<file path="config.mk">
export PLATFORM = sky130hd
export DESIGN_NAME = dpfc_sieve
export DESIGN_NICKNAME = d
export VERILOG_FILES = /design/src/hw/rtl/dpfc_pkg.sv /design/src/hw/rtl/dpfc_sieve.sv
export VERILOG_INCLUDE_DIRS = /design/src /design/src/hw/rtl
export SDC_FILE = /design/constraint.sdc
export NUM_CORES = 1
export LEC_CHECK = 0
export BUFFER_PORTS_ARGS = -buffer_cell sky130_fd_sc_hd__buf_4
export CAP_MARGIN = 20
export CELL_PAD_IN_SITES_DETAIL_PLACEMENT = 0
export CELL_PAD_IN_SITES_GLOBAL_PLACEMENT = 1
export CORE_ASPECT_RATIO = 1.2
export CORE_MARGIN = 3
export CORE_UTILIZATION = 45
export DETAILED_ROUTE_END_ITERATION = 16
export GPL_ROUTABILITY_DRIVEN = 0
export GPL_TIMING_DRIVEN = 0
export PLACE_DENSITY_LB_ADDON = 0.1
export SLEW_MARGIN = 20
export SYNTH_ARGS = -nofsm -noshare
export SYNTH_HDL_FRONTEND = slang
export SYNTH_SLANG_ARGS = --single-unit
</file>
<file path="constraint.sdc">
create_clock -name i_clk -period 16.6 [get_ports i_clk]
set_input_delay 3.32 -clock i_clk [delete_from_list [all_inputs] [get_ports i_clk]]
set_output_delay 3.32 -clock i_clk [all_outputs]
set_load 0.1 [all_outputs]
</file>
<file path="src/hw/rtl/distinct_prime_factor_counter_defines.svh">
// Assertion macros shared by the block's modules.
`ifndef DISTINCT_PRIME_FACTOR_COUNTER_DEFINES_SVH
`define DISTINCT_PRIME_FACTOR_COUNTER_DEFINES_SVH

`ifndef SYNTH
`define DPFC_ASSERT(label, prop) \
    label: assert property (@(posedge i_clk) disable iff (!i_rst_n) (prop)) \
        else $error("dpfc: assertion failed");
`define DPFC_ASSERT_ALWAYS(label, prop) \
    label: assert property (@(posedge i_clk) (prop)) \
        else $error("dpfc: assertion failed");
`else
`define DPFC_ASSERT(label, prop)
`define DPFC_ASSERT_ALWAYS(label, prop)
`endif

`endif

</file>
<file path="src/hw/rtl/dpfc_pkg.sv">
package dpfc_pkg;

    localparam int unsigned VALUE_W   = 16;
    localparam int unsigned COUNT_W   = 3;
    localparam int unsigned S_TDATA_W = 16;
    localparam int unsigned M_TDATA_W = 24;

    typedef enum logic [2:0] {
        SV_INIT,
        SV_PRIME_RD,
        SV_PRIME_CHK,
        SV_MARK,
        SV_DONE
    } t_sieve_state;

    typedef enum logic [1:0] {
        Q_IDLE,
        Q_LOOK,
        Q_DONE
    } t_query_state;

    typedef struct packed {
        logic rd_en;
        logic wr_en;
    } t_mem_ctl;

endpackage

</file>
<file path="src/hw/rtl/dpfc_sieve.sv">
`include "distinct_prime_factor_counter_defines.svh"

module dpfc_sieve import dpfc_pkg::*; #(
    parameter int unsigned TABLE_BITS = 16
) (
    input  logic                      i_clk,
    input  logic                      i_rst_n,
    input  logic [2*TABLE_BITS-1:0]   i_rd_data,
    output t_mem_ctl                  o_ctl,
    output logic [TABLE_BITS-1:0]     o_rd_addr,
    output logic [TABLE_BITS-1:0]     o_wr_addr,
    output logic [2*TABLE_BITS-1:0]   o_wr_data,
    output logic                      o_done
);

    localparam int unsigned IB         = TABLE_BITS;
    localparam int unsigned SQ_W       = 2 * TABLE_BITS;
    localparam int unsigned TABLE_SIZE = 1 << TABLE_BITS;

    t_sieve_state   r_state, n_state;
    logic [IB-1:0]  r_cnt, n_cnt;
    logic [IB-1:0]  r_i, n_i;
    logic [IB:0]    r_j, n_j;
    logic [IB-1:0]  r_k, n_k;
    logic           r_chk_vld, n_chk_vld;
    logic [IB-1:0]  r_chk_addr, n_chk_addr;
    logic [IB-1:0]  r_chk_k, n_chk_k;

    logic [IB-1:0]  rd_spf;
    logic [SQ_W-1:0] sq;
    logic           mark_we;

    assign rd_spf  = i_rd_data[IB-1:0];
    assign sq      = r_i * r_i;
    assign mark_we = r_chk_vld && (rd_spf == r_chk_addr);

    always_ff @(posedge i_clk) begin
        if (!i_rst_n) begin
            r_state   <= SV_INIT;
            r_cnt     <= '0;
            r_chk_vld <= 1'b0;
        end else begin
            r_state   <= n_state;
            r_cnt     <= n_cnt;
            r_chk_vld <= n_chk_vld;
        end
        r_i        <= n_i;
        r_j        <= n_j;
        r_k        <= n_k;
        r_chk_addr <= n_chk_addr;
        r_chk_k    <= n_chk_k;
    end

    always_comb begin
        n_state    = r_state;
        n_cnt      = r_cnt;
        n_i        = r_i;
        n_j        = r_j;
        n_k        = r_k;
        n_chk_vld  = 1'b0;
        n_chk_addr = r_chk_addr;
        n_chk_k    = r_chk_k;
        o_ctl      = '0;
        o_rd_addr  = r_i;
        o_wr_addr  = r_chk_addr;
        o_wr_data  = {r_chk_k, r_i};

        unique case (r_state)
            SV_INIT: begin
                o_ctl.wr_en = 1'b1;
                o_wr_addr   = r_cnt;
                o_wr_data   = (r_cnt < IB'(2)) ? '0 : {IB'(1), r_cnt};
                n_cnt       = r_cnt + IB'(1);
                if (&r_cnt) begin
                    n_i     = IB'(2);
                    n_state = SV_PRIME_RD;
                end
            end
            SV_PRIME_RD: begin
                if (sq >= SQ_W'(TABLE_SIZE)) begin
                    n_state = SV_DONE;
                end else begin
                    o_ctl.rd_en = 1'b1;
                    n_state     = SV_PRIME_CHK;
                end
            end
            SV_PRIME_CHK: begin
                if (rd_spf == r_i) begin
                    n_j     = (IB+1)'(sq);
                    n_k     = r_i;
                    n_state = SV_MARK;
                end else begin
                    n_i     = r_i + IB'(1);
                    n_state = SV_PRIME_RD;
                end
            end
            SV_MARK: begin
                if (!r_j[IB]) begin
                    o_ctl.rd_en = 1'b1;
                    o_rd_addr   = r_j[IB-1:0];
                    n_chk_vld   = 1'b1;
                    n_chk_addr  = r_j[IB-1:0];
                    n_chk_k     = r_k;
                    n_j         = r_j + (IB+1)'(r_i);
                    n_k         = r_k + IB'(1);
                end else begin
                    n_i     = r_i + IB'(1);
                    n_state = SV_PRIME_RD;
                end
            end
            SV_DONE: begin
            end
        endcase

        if (mark_we) begin
            o_ctl.wr_en = 1'b1;
        end
    end

    assign o_done = (r_state == SV_DONE);

    `DPFC_ASSERT(a_chk_only_in_mark, r_chk_vld |-> (r_state == SV_MARK))
    `DPFC_ASSERT(a_mark_below_index, mark_we |-> (r_i < r_chk_addr))
    `DPFC_ASSERT(a_done_sticks, o_done |=> o_done)

endmodule

</file>
After elaboration in Yosys (flattened, before gate mapping)
Index checks and enable logic that the tools add are counted.
{"block": "totals", "register_bits": 101, "in_bits": 34, "output_inout_bits": 67}
{"block": "op_classes", "add_sub_neg": 4, "multipliers": 1, "order_cmp": 2, "n_eq_ne": 11, "mux": 25, "bitwise": 1, "reduce_logical": 12}
{"op": "two-way mux 16 bit", "n": 8}
{"op": "two-way mux 17 bit", "n": 3}
{"op": "adder 16 x 1 -> 16 bit (second input constant)", "n": 3}
{"op": "case mux 16 bit (3 select lines)", "n": 1}
{"op": "case mux 17 bit (2 select lines)", "n": 1}
{"op": "equality test 16 bit", "n": 2}
{"op": "greater-or-equal comparator 32 x 17 -> 1 bit (second input constant)", "n": 1}
{"op": "multiplier 16 x 16 -> 32 bit", "n": 1}
{"op": "two-way mux 32 bit", "n": 1}
{"op": "case mux 16 bit (2 select lines)", "n": 1}
{"op": "adder 17 x 16 -> 17 bit", "n": 1}
{"op": "less-than comparator 16 x 2 -> 1 bit (second input constant)", "n": 1}
{"op": "AND reduction 16 bit", "n": 1}
{"op": "case mux 3 bit (4 select lines)", "n": 1}
{"op": "inequality test 2 bit (second input constant)", "n": 5}
{"op": "two-way mux 3 bit", "n": 3}
{"op": "equality test 3 x 2 -> 1 bit (second input constant)", "n": 2}
{"op": "AND reduction 2 bit", "n": 3}
{"op": "AND reduction 3 bit", "n": 2}
{"op": "two-way mux 1 bit", "n": 4}
{"op": "AND reduction 4 bit", "n": 1}
{"op": "nonzero test 4 bit", "n": 1}
{"op": "equality test 3 x 1 -> 1 bit (second input constant)", "n": 1}
{"op": "equality test 3 bit (second input constant)", "n": 1}
{"op": "7 further kinds", "n": 7}

Logic depth before layout (Yosys ltp)
{"block": "depth", "ltp_word": 4, "mapped_depth": 27, "depth_no_buf": 24}

Least setup slack after synthesis
OpenSTA, ideal clock, no wires.
{"block": "synth_path", "path_type": "register to output", "from": "register r_i[4]", "to": "output o_ctl[1] (netlist bit)", "t_arrival_ps": 7797, "required_time_ps": 13280, "slack_ps": 5483, "stages_incl_launch_ff": 24, "path_buffers": 3, "path_cell_list": "edfxtp_1 > clkbuf_1 > clkbuf_1 > nand2_1 > fa_1 > inv_1 > fa_1 > fa_1 > fa_1 > fa_1 > inv_1 > fa_1 > inv_1 > ha_1 > clkbuf_1 > a21oi_1 > o21ai_1 > a21boi_0 > a21oi_1 > and3_1 > mux2_2 > nor4_1 > nand4_1 > o31ai_2"}
{"element": "from (decl)", "line": "dpfc_sieve.sv:22", "rtl": "logic [IB-1:0] r_i, n_i;"}
{"element": "from (signal assigned)", "line": "dpfc_sieve.sv:47", "rtl": "r_i <= n_i;"}
{"element": "to (decl)", "line": "dpfc_sieve.sv:9", "rtl": "output t_mem_ctl o_ctl,"}

==> out/metrics.yaml <==
grt:
  grt_pass1_wl_um: 62500
  largest_net_degree_at_the_start_of_global_routing: 33
  antenna_found_initial: 0
  globalRouteTotalUtil_pct: 25.8
  overflow: 0
  first_global_vias: 10931
finish:
  antenna_cell_count: 0
  num-fill-cells: 2826
  flow.area_growth_from_synthesis_pct: 10.7
  fin_nets: 1874
  layout.cells.most_common_list: "sky130_fd_sc_hd__nand2_1 (246), sky130_fd_sc_hd__inv_1 (191), sky130_fd_sc_hd__fa_1 (164)"
  multi_input_comb_area_mm2: 0.00946
  fraction_of_final_layout_cells_with_drive_strength_greater_than_1_pct: 8.00
  layout.cells.most_common: "sky130_fd_sc_hd__nand2_1"
  layout.area.seq_mm2: 0.00283
timing:
  timing.final.hold_violations: 0
  setup_tns_ns: 0
  setup-violations-final: 0
  clock-skew-final_ns: 0.0106
  relSlewSlack_pct: 30.4
  min_period_over_period_pct: 78.7
  worst_slew_pin_slew_ns: 1.04
  max_clock_freq_ghz: 0.0765
  setup_repair_after_global_routing_missed_its_margin: "false"
  whs_ns: 0.451
  min_period_ns: 13.06
  maxSlewViolCount: 0
synth:
  synth-compound-area-share_pct: 9.69
  synth.area.top_cells: "sky130_fd_sc_hd__fa_1 (25%), sky130_fd_sc_hd__edfxtp_1 (18%), sky130_fd_sc_hd__ha_1 (11%), sky130_fd_sc_hd__nand2_1 (7.0%), sky130_fd_sc_hd__inv_1 (5.4%)"
  asyncSetResetFlopFracSynth_pct: 0
  synth_fa_ha_area_share_pct: 35.8
  syn_area_per_cell_um2: 9.07
  synth_enable_flop_cells: 81
  yosys.cell_types.count: 73
  synth_top_cell_area_share_pct: 24.7
  synthSimpleGateAreaFrac_pct: 18.1
  synth_sequential_area_ratio_pct: 21.4
  synthesis.nets: 1777
  dominant_combinational_cell_family_by_area_after_synthesis: "adder cells"
  postSynthCellCount: 1462
  synth_mux_area_share_pct: 0.321
  synth.yosys.warnings: 0
  synth-main-ff-cell: "sky130_fd_sc_hd__edfxtp_1"
  syn_area_mm2: 0.0133
  post_synth_xor_area_fraction_pct: 7.39
  synthDominantAreaCellType: "sky130_fd_sc_hd__fa_1"
  postSynthRegisterBits: 101
worst_hold_path:
  hold_start: "r_k[11]"
  whs_path_depth: 0
  kind_of_path_behind_the_tightest_hold_check: "reg2reg"
  worst_hold_path.endpoint: "r_chk_k[11]"
floorplanning:
  floorplan.rows: 68
  total_core_area_mm2: 0.0289
  die-area_mm2: 0.0316
  boundaryPins: 101
  die_height_um: 194
  fp.dieW_um: 163
  start_util_pct: 45.9
routing:
  drt-initial-drc-count: 683
  totalWireLength_um: 39400
  routed_wire_length_per_instance_um: 20.3
  vias_per_cell: 5.41
  total_number_of_vias: 10533
  post-route-drc-count: 0
  ant_nets: 0
  drt_pass1_iterations: 5
placed_design:
  port_buffers: 84
  detailed_place_hpwl_um: 32200
run:
  max_cap_viols: 0
worst_setup_path:
  worst-path-max-fanout: 10
  cp-startpoint: "r_i[6]"
  endpoint_kind: "primary output"
  timing.critical_path.arrival_ns: 9.74
  worstPathRequired_ns: 13.28
  worstSetupStartpointType: "register"
  worst_r2r_path_depth: 23
  reg2reg_from: "r_i[6]"
  r2r-end: "r_state[2]"
  worst-setup-path-type: "reg2out"
  setup.reg_to_reg.worst_slack_ns: 7.53
clock_tree:
  cts_tree: "yes"
  clk_pin_slew_ns: 0.07
  cts_resized: 0
  clock_insertion_delay_worst_skew_ns: 0.36
  cts_max_level: 3
  cts.sink_count: 101
  cts_root_buf: "sky130_fd_sc_hd__clkbuf_16"
  post-cts-setup-buffer-count: 0
  tritoncts.num_buffers: 9
  worst_case_clock_buffer_depth: 2
  ctsHoldBuffers: 0
pwr:
  leakage_power_nw: 6.86
  worst_ir_drop_vdd_uv: 353
  power_per_cell_area_mw_per_mm2: 189
status:
  outcome: "finished, final reports clean"
[area by class of cell]
| cell class | instances | area share (%) |
|---|---|---|
| multi-input combinational | 1103 | 64.4 |
| sequential | 101 | 19.3 |
| inverter | 192 | 4.91 |
| timing repair buffer | 86 | 4.57 |
| tap | 385 | 3.28 |
| buffer | 66 | 1.77 |
| clock buffer | 9 | 1.53 |
| clock inverter | 5 | 0.256 |
[state kept, by name, indices dropped and copies added, names as in the netlist]
name,flops
r_chk_k,16
r_chk_vld,1
r_j,17
r_state,3
r_i,16
r_k,16
r_cnt,16
r_chk_addr,16
[logic make-up (layout without fill, tap and decap cells)]
kind of cell / count (synthesis) / after routing
AOI/OAI and AO/OA: 190 / 190
and+or+nand+nor: 516 / 516
buffers and inverters: 258 / 358
muxes: 4 / 4
xor gates and xnor gates: 112 / 112
DFF: 101 / 101
adders and majority gates: 281 / 281
[synth_stat cells (all sizes together) (3+ instances only)]
cell type	count
buf	9
nor3b	3
nor4	13
xor2	59
nand3	25
or3	10
o31ai	4
and3	13
nand2	247
o211ai	6
a2111oi	5
fa	164
a21oi	29
dfxtp	20
a211oi	7
inv	191
nand2b	8
o21a	6
or2	4
nor2	77
a21o	19
edfxtp	81
o22ai	16
nor3	18
a31oi	6
nor2b	6
o21ai	58
and2	70
nand4	13
clkbuf	57
ha	117
o21bai	4
a211o	4
xnor2	53
[report_power, final]
| part | switching, mW | internal (mW) |
|---|---|---|
| Clock | 0.0974 | 0.101 |
| Sequential | 0.00554 | 0.307 |
| Combinational | 1.44 | 0.834 |
| Total | 1.54 | 1.24 |
[critical path, stage by stage (launching register included)]
cell and delay [ns]:
sky130_fd_sc_hd__edfxtp_1 0.49, sky130_fd_sc_hd__clkbuf_1 0.78, sky130_fd_sc_hd__clkbuf_1 0.82, sky130_fd_sc_hd__nand2_1 0.25, sky130_fd_sc_hd__fa_1 0.54, sky130_fd_sc_hd__inv_1 0.06
sky130_fd_sc_hd__fa_1 0.52, sky130_fd_sc_hd__fa_1 0.54, sky130_fd_sc_hd__fa_1 0.53, sky130_fd_sc_hd__fa_1 0.55, sky130_fd_sc_hd__inv_1 0.06, sky130_fd_sc_hd__fa_1 0.53
sky130_fd_sc_hd__inv_1 0.04, sky130_fd_sc_hd__ha_1 0.27, sky130_fd_sc_hd__clkbuf_1 0.19, sky130_fd_sc_hd__a21oi_1 0.36, sky130_fd_sc_hd__o21ai_0 0.15, sky130_fd_sc_hd__nor2_1 0.25
sky130_fd_sc_hd__o21ai_0 0.27, sky130_fd_sc_hd__and3_1 0.27, sky130_fd_sc_hd__mux2_2 0.28, sky130_fd_sc_hd__nor4_1 0.32, sky130_fd_sc_hd__nand4_1 0.53, sky130_fd_sc_hd__o31ai_2 0.43
sky130_fd_sc_hd__buf_4 0.35
[worst max path at each step]
stage	end	slack, ns	cells past startpoint
after global placement	o_ctl[1]	3.96	24
after detailed placement	o_ctl[1]	4.00	24
after global routing	o_ctl[1]	3.16	24
after floorplan	o_ctl[1]	5.48	23
after CTS	o_ctl[1]	3.58	24
final	o_ctl[1]	3.54	24
[layer usage]
metal | wire length (um) | global-route usage (%)
met2 | 18800 | 43.2
met3 | 2400 | 4.36
met5 | 0 | 0
met1 | 16300 | 32.6
met4 | 1930 | 11.6
[per-stage QoR]
step / setup slack [ns] / utilization, % / instances / total power, mW / area (um2)
after detailed placement: 4.00 / 49.9 / 1933 / 2.58 / 14400
after CTS: 3.58 / 50.8 / 1947 / 2.79 / 14700
after global routing: 3.16 / 50.8 / 1947 / 3.05 / 14700
final: 3.54 / 50.8 / 1947 / 2.78 / 14700
after global placement: 3.96 / 49.7 / 1931 / 2.57 / 14400
after floorplan: 5.48 / - / 1462 / 1.97 / 13300
No activity file was read; power rests on OpenSTA's default activity.
